===== config.mk =====
export PLATFORM = sky130hd
export DESIGN_NAME = sun_au_header_parser_top
export DESIGN_NICKNAME = d
export VERILOG_FILES = /design/src/sau_hp_pkg.sv /design/src/sau_hp_div.sv /design/src/sun_au_header_parser_top.sv
export SDC_FILE = /design/constraint.sdc
export NUM_CORES = 2
export LEC_CHECK = 0
export ABC_AREA = 1
export BUFFER_PORTS_ARGS = -buffer_cell sky130_fd_sc_hd__buf_2
export CAP_MARGIN = 20
export CORE_ASPECT_RATIO = 1.2
export CORE_UTILIZATION = 49
export CTS_CLUSTER_DIAMETER = 100
export DETAILED_ROUTE_END_ITERATION = 16
export MAX_ROUTING_LAYER = met4
export PLACE_DENSITY = 0.69
export RECOVER_POWER = 100
export SLEW_MARGIN = 20
export SYNTH_ARGS = -nofsm -noshare
export SYNTH_HDL_FRONTEND = slang
export SYNTH_SLANG_ARGS = --single-unit
export TNS_END_PERCENT = 20

===== constraint.sdc =====
create_clock -name clk_i -period 11.1 [get_ports clk_i]
set_input_delay 1.11 -clock clk_i [delete_from_list [all_inputs] [get_ports clk_i]]
set_output_delay 1.11 -clock clk_i [all_outputs]
set_load 0.02 [all_outputs]

===== src/sau_hp_pkg.sv =====
`timescale 1ns / 1ps
// Shared constants, codes and the encoding table of the audio header parser.
// No dependencies; used by sun_au_header_parser_top, sau_hp_div and the bench.
package sau_hp_pkg;

  localparam int unsigned DataW       = 32;
  localparam int unsigned HeaderBytes = 24;
  localparam int unsigned CountW      = $clog2(HeaderBytes + 1);
  localparam int unsigned IdxW        = $clog2(HeaderBytes);
  localparam int unsigned BitsW       = 7;
  localparam int unsigned AddrW       = 3;

  localparam logic [DataW-1:0] Magic       = 32'h2e736e64;
  localparam logic [DataW-1:0] SizeAllOnes = 32'hffffffff;
  localparam logic [DataW-1:0] DefRate     = 32'd8000;
  localparam logic [DataW-1:0] DefKbps     = 32'd8;
  localparam logic [DataW-1:0] KbpsDiv     = 32'd1000;
  localparam logic [DataW-1:0] MinOffset   = 32'd24;

  localparam logic CmdByte = 1'b0;
  localparam logic CmdEof  = 1'b1;

  localparam logic RegFileSize = 1'b0;

  localparam logic [DataW-1:0] EncMulaw8  = 32'd1;
  localparam logic [DataW-1:0] EncLinear8 = 32'd2;
  localparam logic [DataW-1:0] EncLin16   = 32'd3;
  localparam logic [DataW-1:0] EncLin24   = 32'd4;
  localparam logic [DataW-1:0] EncLin32   = 32'd5;
  localparam logic [DataW-1:0] EncFloat   = 32'd6;
  localparam logic [DataW-1:0] EncDouble  = 32'd7;
  localparam logic [DataW-1:0] EncAlaw8   = 32'd27;

  function automatic logic [BitsW-1:0] bits_of(input logic [DataW-1:0] enc);
    logic [BitsW-1:0] bits;
    case (enc)
      EncMulaw8:  bits = 7'd8;
      EncLinear8: bits = 7'd8;
      EncLin16:   bits = 7'd16;
      EncLin24:   bits = 7'd24;
      EncLin32:   bits = 7'd32;
      EncFloat:   bits = 7'd32;
      EncDouble:  bits = 7'd64;
      EncAlaw8:   bits = 7'd8;
      default:    bits = 7'd0;
    endcase
    return bits;
  endfunction

endpackage


===== src/sau_hp_div.sv =====
`timescale 1ns / 1ps
// Restoring unsigned divider, one quotient bit per cycle.
// Depends on sau_hp_pkg for the data width.
module sau_hp_div (
  input  logic                         clk_i,
  input  logic                         rst_ni,
  input  logic                         start_i,
  input  logic [sau_hp_pkg::DataW-1:0] dividend_i,
  input  logic [sau_hp_pkg::DataW-1:0] divisor_i,
  output logic                         done_o,
  output logic [sau_hp_pkg::DataW-1:0] quotient_o
);

  localparam int unsigned StepW = $clog2(sau_hp_pkg::DataW);

  logic                         busy_q, busy_d;
  logic                         done_q, done_d;
  logic [StepW-1:0]             step_q, step_d;
  logic [sau_hp_pkg::DataW:0]   rem_q, rem_d;
  logic [sau_hp_pkg::DataW-1:0] quo_q, quo_d;
  logic [sau_hp_pkg::DataW-1:0] dvs_q, dvs_d;
  logic [sau_hp_pkg::DataW:0]   rem_sh;
  logic [sau_hp_pkg::DataW:0]   rem_sub;

  assign rem_sh  = {rem_q[sau_hp_pkg::DataW-1:0], quo_q[sau_hp_pkg::DataW-1]};
  assign rem_sub = rem_sh - {1'b0, dvs_q};

  always_comb begin
    busy_d = busy_q;
    done_d = 1'b0;
    step_d = step_q;
    rem_d  = rem_q;
    quo_d  = quo_q;
    dvs_d  = dvs_q;
    if (start_i) begin
      busy_d = 1'b1;
      step_d = '0;
      rem_d  = '0;
      quo_d  = dividend_i;
      dvs_d  = divisor_i;
    end else if (busy_q) begin
      if (!rem_sub[sau_hp_pkg::DataW]) begin
        rem_d = rem_sub;
        quo_d = {quo_q[sau_hp_pkg::DataW-2:0], 1'b1};
      end else begin
        rem_d = rem_sh;
        quo_d = {quo_q[sau_hp_pkg::DataW-2:0], 1'b0};
      end
      step_d = step_q + 1'b1;
      if (step_q == StepW'(sau_hp_pkg::DataW - 1)) begin
        busy_d = 1'b0;
        done_d = 1'b1;
      end
    end
  end

  always_ff @(posedge clk_i or negedge rst_ni) begin
    if (!rst_ni) begin
      busy_q <= 1'b0;
      done_q <= 1'b0;
      step_q <= '0;
    end else begin
      busy_q <= busy_d;
      done_q <= done_d;
      step_q <= step_d;
    end
  end

  always_ff @(posedge clk_i) begin
    rem_q <= rem_d;
    quo_q <= quo_d;
    dvs_q <= dvs_d;
  end

  assign done_o     = done_q;
  assign quotient_o = quo_q;

endmodule


===== src/sun_au_header_parser_top.sv =====
`timescale 1ns / 1ps
// Audio file header parser: collects the first 24 file bytes and decodes them.
// Depends on sau_hp_pkg and sau_hp_div.
//
// Usage:
//   Input channel (in_valid_i/in_ready_o) carries one command and one byte per
//   item. A byte item with command 0 is taken while in_ready_o is high. The
//   24th byte, or an end-of-file item before 24 bytes, starts the computation
//   and raises one result item on the output channel (out_valid_o/out_ready_i).
//   A parsed header goes through a parse state, two passes through one shared
//   32x32 multiplier, then the shared bit-serial divider for the bitrate and,
//   if that is nonzero, the length. A default result takes one divider pass
//   (length); an offset error skips the multiplier and the divider. in_ready_o
//   stays low during this work. The result sits in an output register; the
//   parser returns to taking bytes while it waits. If the receiver stalls and
//   a second result is ready, the sequencer holds it until the output register
//   frees. file_size is written over the APB port at address 0; the user must
//   write it only while the block idles, which the block does not enforce.
//   Reset clears the byte count, the sequencer, the output valid and file_size;
//   the header store is not cleared.
module sun_au_header_parser_top (
  input  logic                              clk_i,
  input  logic                              rst_ni,
  input  logic                              psel,
  input  logic                              penable,
  input  logic                              pwrite,
  input  logic [sau_hp_pkg::AddrW-1:0]      paddr,
  input  logic [sau_hp_pkg::DataW-1:0]      pwdata,
  output logic [sau_hp_pkg::DataW-1:0]      prdata,
  output logic                              pready,
  input  logic                              in_valid_i,
  output logic                              in_ready_o,
  input  logic                              command_i,
  input  logic [7:0]                        header_byte_i,
  output logic                              out_valid_o,
  input  logic                              out_ready_i,
  output logic                              has_header_o,
  output logic                              offset_error_o,
  output logic [sau_hp_pkg::DataW-1:0]      sample_rate_o,
  output logic [sau_hp_pkg::DataW-1:0]      bitrate_kbps_o,
  output logic [sau_hp_pkg::DataW-1:0]      data_bytes_o,
  output logic [sau_hp_pkg::DataW-1:0]      length_ms_o
);

  typedef enum logic [3:0] {
    StIdle,
    StParse,
    StMulBits,
    StMulRate,
    StKbpsGo,
    StKbpsWait,
    StLenGo,
    StLenWait,
    StFinish
  } state_e;

  localparam int unsigned W = sau_hp_pkg::DataW;

  state_e                          state_q;
  logic [sau_hp_pkg::CountW-1:0]   cnt_q;
  logic [W-1:0]                    file_size_q;
  logic [7:0]                      store_q [sau_hp_pkg::HeaderBytes];
  logic                            hdr_q, err_q;
  logic [W-1:0]                    rate_q, kbps_q, bytes_q, len_q, prod_q;
  logic                            out_valid_q, out_hdr_q, out_err_q;
  logic [W-1:0]                    out_rate_q, out_kbps_q, out_bytes_q, out_len_q;

  logic                            in_acc, cfg_wr, out_free, store_wr;
  logic [W-1:0]                    w_magic, w_off, w_size, w_enc, w_rate, w_chans;
  logic [W-1:0]                    mul_a, mul_b;
  logic [W-1:0]                    mul_lo;
  logic                            div_start, div_done;
  logic [W-1:0]                    div_dvd, div_dvs, div_quo;

  assign w_magic = {store_q[0], store_q[1], store_q[2], store_q[3]};
  assign w_off   = {store_q[4], store_q[5], store_q[6], store_q[7]};
  assign w_size  = {store_q[8], store_q[9], store_q[10], store_q[11]};
  assign w_enc   = {store_q[12], store_q[13], store_q[14], store_q[15]};
  assign w_rate  = {store_q[16], store_q[17], store_q[18], store_q[19]};
  assign w_chans = {store_q[20], store_q[21], store_q[22], store_q[23]};

  assign pready     = 1'b1;
  assign cfg_wr     = psel && penable && pwrite && (paddr[2] == sau_hp_pkg::RegFileSize);
  assign prdata     = (paddr[2] == sau_hp_pkg::RegFileSize) ? file_size_q : '0;
  assign in_ready_o = (state_q == StIdle);
  assign in_acc     = in_valid_i && in_ready_o;
  assign out_free   = !out_valid_q || out_ready_i;
  assign store_wr   = in_acc && (command_i == sau_hp_pkg::CmdByte)
                      && (cnt_q < sau_hp_pkg::CountW'(sau_hp_pkg::HeaderBytes));

  assign mul_a  = (state_q == StMulBits) ? W'(sau_hp_pkg::bits_of(w_enc)) : prod_q;
  assign mul_b  = (state_q == StMulBits) ? w_chans : rate_q;
  assign mul_lo = mul_a * mul_b;

  assign div_start = (state_q == StKbpsGo) || ((state_q == StLenGo) && (kbps_q != '0));
  assign div_dvd   = (state_q == StKbpsGo) ? prod_q : {bytes_q[W-4:0], 3'b000};
  assign div_dvs   = (state_q == StKbpsGo) ? sau_hp_pkg::KbpsDiv : kbps_q;

  sau_hp_div u_div (
    .clk_i,
    .rst_ni,
    .start_i    (div_start),
    .dividend_i (div_dvd),
    .divisor_i  (div_dvs),
    .done_o     (div_done),
    .quotient_o (div_quo)
  );

  always_ff @(posedge clk_i) begin
    if (store_wr) begin
      store_q[cnt_q[sau_hp_pkg::IdxW-1:0]] <= header_byte_i;
    end
  end

  always_ff @(posedge clk_i or negedge rst_ni) begin
    if (!rst_ni) begin
      state_q     <= StIdle;
      cnt_q       <= '0;
      file_size_q <= '0;
      out_valid_q <= 1'b0;
      hdr_q       <= 1'b0;
      err_q       <= 1'b0;
      rate_q      <= '0;
      kbps_q      <= '0;
      bytes_q     <= '0;
      len_q       <= '0;
      prod_q      <= '0;
      out_hdr_q   <= 1'b0;
      out_err_q   <= 1'b0;
      out_rate_q  <= '0;
      out_kbps_q  <= '0;
      out_bytes_q <= '0;
      out_len_q   <= '0;
    end else begin
      if (cfg_wr) begin
        file_size_q <= pwdata;
      end
      if ((state_q == StFinish) && out_free) begin
        out_valid_q <= 1'b1;
      end else if (out_valid_q && out_ready_i) begin
        out_valid_q <= 1'b0;
      end
      case (state_q)
        StIdle: begin
          if (in_acc) begin
            if (command_i == sau_hp_pkg::CmdEof) begin
              if (cnt_q < sau_hp_pkg::CountW'(sau_hp_pkg::HeaderBytes)) begin
                hdr_q   <= 1'b0;
                err_q   <= 1'b0;
                rate_q  <= sau_hp_pkg::DefRate;
                kbps_q  <= sau_hp_pkg::DefKbps;
                bytes_q <= file_size_q;
                state_q <= StLenGo;
              end
              cnt_q <= '0;
            end else if (store_wr) begin
              cnt_q <= cnt_q + 1'b1;
              if (cnt_q == sau_hp_pkg::CountW'(sau_hp_pkg::HeaderBytes - 1)) begin
                state_q <= StParse;
              end
            end
          end
        end
        StParse: begin
          if (w_magic != sau_hp_pkg::Magic) begin
            hdr_q   <= 1'b0;
            err_q   <= 1'b0;
            rate_q  <= sau_hp_pkg::DefRate;
            kbps_q  <= sau_hp_pkg::DefKbps;
            bytes_q <= file_size_q;
            state_q <= StLenGo;
          end else if (w_off[W-1] || (w_off < sau_hp_pkg::MinOffset)) begin
            hdr_q   <= 1'b0;
            err_q   <= 1'b1;
            rate_q  <= '0;
            kbps_q  <= '0;
            bytes_q <= '0;
            len_q   <= '0;
            state_q <= StFinish;
          end else begin
            hdr_q   <= 1'b1;
            err_q   <= 1'b0;
            rate_q  <= w_rate;
            bytes_q <= (w_size == sau_hp_pkg::SizeAllOnes) ? file_size_q - w_off : w_size;
            state_q <= StMulBits;
          end
        end
        StMulBits: begin
          prod_q  <= mul_lo;
          state_q <= StMulRate;
        end
        StMulRate: begin
          prod_q  <= mul_lo;
          state_q <= StKbpsGo;
        end
        StKbpsGo: begin
          state_q <= StKbpsWait;
        end
        StKbpsWait: begin
          if (div_done) begin
            kbps_q  <= div_quo;
            state_q <= StLenGo;
          end
        end
        StLenGo: begin
          if (kbps_q == '0) begin
            len_q   <= '0;
            state_q <= StFinish;
          end else begin
            state_q <= StLenWait;
          end
        end
        StLenWait: begin
          if (div_done) begin
            len_q   <= div_quo;
            state_q <= StFinish;
          end
        end
        StFinish: begin
          if (out_free) begin
            out_hdr_q   <= hdr_q;
            out_err_q   <= err_q;
            out_rate_q  <= rate_q;
            out_kbps_q  <= kbps_q;
            out_bytes_q <= bytes_q;
            out_len_q   <= len_q;
            state_q     <= StIdle;
          end
        end
        default: begin
          state_q <= StIdle;
        end
      endcase
    end
  end

  assign out_valid_o    = out_valid_q;
  assign has_header_o   = out_hdr_q;
  assign offset_error_o = out_err_q;
  assign sample_rate_o  = out_rate_q;
  assign bitrate_kbps_o = out_kbps_q;
  assign data_bytes_o   = out_bytes_q;
  assign length_ms_o    = out_len_q;

`ifndef NO_ASSERTIONS
  a_cnt_range: assert property (@(posedge clk_i) disable iff (!rst_ni)
    cnt_q <= sau_hp_pkg::CountW'(sau_hp_pkg::HeaderBytes))
    else $error("byte count past header length");

  a_div_done_wait: assert property (@(posedge clk_i) disable iff (!rst_ni)
    div_done |-> (state_q == StKbpsWait) || (state_q == StLenWait))
    else $error("divider finished outside a wait state");

  a_err_fields: assert property (@(posedge clk_i) disable iff (!rst_ni)
    out_valid_o && offset_error_o |-> !has_header_o && (length_ms_o == '0)
      && (bitrate_kbps_o == '0))
    else $error("offset error item carries nonzero fields");

  a_default_fields: assert property (@(posedge clk_i) disable iff (!rst_ni)
    out_valid_o && !offset_error_o && !has_header_o
      |-> (sample_rate_o == sau_hp_pkg::DefRate) && (bitrate_kbps_o == sau_hp_pkg::DefKbps))
    else $error("default item carries wrong rate");
`endif

endmodule


==> reports/results.ini <==
[global_route]
grt_pass1_vias = 34000
grt-ovfl-total = 0
antenna_found_initial = 4
grt_use_total = 0.309
grt_max_degree = 180
grt_pass1_wl_mm = 202

[yosys]
synthesis.area_um2 = 43500
ys.flop_type = dfrtp_1
synth-seq-cells = 626
yosys.area.top_type = dfrtp_1
synthArstFlopShare = 0.545
synth_area_leaders = dfrtp_1 20%, fa_1 19%, edfxtp_1 17%
yosysTopAreaCellShare = 0.196
synth-edff-count = 253
yosysWarnings = 0
ys_types = 56
synth_nets = 5553
yosysSeqAreaShare = 0.386
synth_cells = 4898
avgSynthCellArea_um2 = 8.88

[finish]
multi_input_area_um2 = 22400
largest_reg_flops = 189
instances_no_fill = 6247
finalNetCount = 5696
area_growth_pct = 9.16
final_common_cell = nand2_1
final_layout_size_suffix_gt1_frac = 0.0395
seq_area_um2 = 16800
layout_common_cells = 969 x nand2_1, 947 x inv_1, 430 x nor2_1, 410 x fa_1, 349 x o21ai_0
fillers = 8060

[sta]
slew_headroom = -2.77
hold_viol_final = 0
tightest_slew_ns = 5.65
tns_ns = 0
grt_setup_unrepaired = false
timing.final.crit_share = 0.880
period_needed_ns = 9.77
fmax_mhz = 102
maxSlewViolCount = 1118
setup_violations = 0
worst_clock_skew_ns = 0.0508

[hold_path]
holdPathStages = 2
hold_class = flip-flop to flip-flop
hp-start = store_q[18][5]
whs_endpoint = rate_q[13]

[cts]
clk_latency_ns = 0.68
ctsHoldBuffers = 0
cts.reportedPaths.clkPinSlew_ns = 0.07
cts_max_level = 2
cts_setup_buffers = 0
cts_sinks = 626
numCtsBuffers = 61
tritoncts = yes
clock_path_buffers = 3
cts.repair.resized = 0
cts_root_buffer = clkbuf_16

[routing]
route.vias.total = 34400
drt.antenna.violating_nets = 0
wirelength_mm = 134
drt-pass1-iter-count = 12
via_per_inst = 5.50
routedWlPerCell_um = 21.4
drt-initial-drc-count = 3195
drcViolationCount = 8

[pwr]
p_leak_nw = 23.5
pwr-share-clk = 0.441
p_int_mw = 3.75
p_per_area_nw_per_um2 = 104
netSwitchingFraction = 0.237
peakVddDrop_uv = 145
seqPwrFrac = 0.501
comb_power_share = 0.058
switchingPower_mw = 1.16

[critical_path]
path_class = flip-flop to flip-flop
reg2reg_slack_ns = 1.33
critPathMaxStageDelay_ns = 1.39
cp-start-kind = flip-flop
cpMostUsedCell = fa_1
required_ns = 11.67
crit_path_end_kind = flip-flop
critPathSlowestCell = clkbuf_1
r2r-start = state_q[1]
rr_worst_depth = 30
reg2reg_to = prod_q[31]
cp_max_fo = 34
arrival_ns = 10.34

[run]
max_cap_violations = 23

[die]
die_x_um = 274
dieArea_um2 = 90000
pin_count = 216
dieHeight_um = 328
placementRows = 119
core-area_um2 = 87800
start_util = 0.495

[place]
port_buffers = 212
dpl.hpwl_mm = 103
place_congestion = 1.01
dp.cells = 6127

[status]
violations = DRC, capacitance limit, slew limit
run_status = finished, violations left

[synth_stat cells, types with 4 or more instances]
master,n
nor4_1,24
buf_4,4
clkinv_1,6
o21a_1,5
o21ai_0,336
nor3_1,23
nand3b_1,10
xnor2_1,30
or2_2,18
nand3_1,167
a22oi_1,23
dfxtp_1,32
buf_1,13
xor2_1,35
nand4_1,45
inv_1,948
fa_1,410
a31oi_1,7
o21ai_1,21
nand2_2,5
edfxtp_1,253
inv_2,8
nor2_2,4
o22ai_1,39
o221ai_1,10
nand2_1,968
a21boi_0,7
a21oi_1,220
dfrtp_1,341
o21bai_1,12
a21o_1,8
clkbuf_1,140
buf_2,15
o211ai_1,60
nor2_1,429
ha_1,194
[layout make-up]
type / instances / area share
inverter: 962 / 0.0761
clock buffer: 93 / 0.0388
sequential: 626 / 0.353
multi-input combinational: 3136 / 0.472
antenna: 4 / 0.000211
clock inverter: 23 / 0.00580
timing repair buffer: 254 / 0.0233
tap: 1149 / 0.0303
[logic make-up after synthesis]
kind of cell	share of synthesized area
flip-flops	0.386
AND/OR/NAND/NOR	0.159
adder cells (fa/ha/maj)	0.245
buffers and inverters	0.0990
multiplexers	0.000518
other	0.0000862
XOR/XNOR	0.0131
AO/OA/AOI/OAI	0.0978
[power by group through the flow]
stage          logic (mW)  registers (mW)  clock network [mW]
3_3_place_gp        0.286            2.51                   0
2_1_floorplan       0.180            2.49                   0
5_1_grt             0.320            2.46                2.28
3_5_place_dp        0.289            2.51                   0
6_report            0.287            2.46                2.17
4_1_cts             0.291            2.46                2.19
[stage by stage]
step	hold WS, ns	area [µm²]	setup WS [ns]	power, mW	utilization
6_report	0.448	47500	1.33	4.92	0.540
4_1_cts	0.446	47800	2.33	4.95	0.544
3_5_place_dp	0.439	45700	2.36	2.80	0.520
3_3_place_gp	0.434	45700	2.45	2.79	0.520
5_1_grt	0.467	47500	0.914	5.06	0.540
2_1_floorplan	0.430	43500	3.74	2.67	-
[metal layers]
metal  vias to the layer above  routed length (µm)  part of all wire  GRT usage
met5                         -                   0                 0          -
met4                         0                8420             0.063      0.161
met3                       349               10200             0.076     0.0369
met2                      1497               62200              0.47      0.483
met1                     16800               52700              0.39      0.396
li1                      15700                   -                 -          -
[critical path, delay by kind of cell, from the launching register on]
| family | cells | cell delay (ns) |
|---|---|---|
| adder cells (fa/ha/maj) | 9 | 4.15 |
| buffers and inverters | 9 | 2.39 |
| AND/OR/NAND/NOR | 8 | 1.65 |
| AO/OA/AOI/OAI | 4 | 1.08 |
| flip-flops | 1 | 0.40 |
[worst max path at each step]
| stage | from | end | slack (ns) | cells after the start |
|---|---|---|---|---|
| floorplan | state_q[3] | prod_q[29] | 3.74 | 32 |
| global placement | state_q[3] | prod_q[31] | 2.45 | 32 |
| detailed placement | state_q[3] | prod_q[31] | 2.36 | 31 |
| CTS | state_q[3] | prod_q[31] | 2.33 | 31 |
| global route | state_q[1] | prod_q[31] | 0.91 | 30 |
| finish | state_q[1] | prod_q[31] | 1.33 | 30 |
No activity file was read; power rests on OpenSTA's default activity.
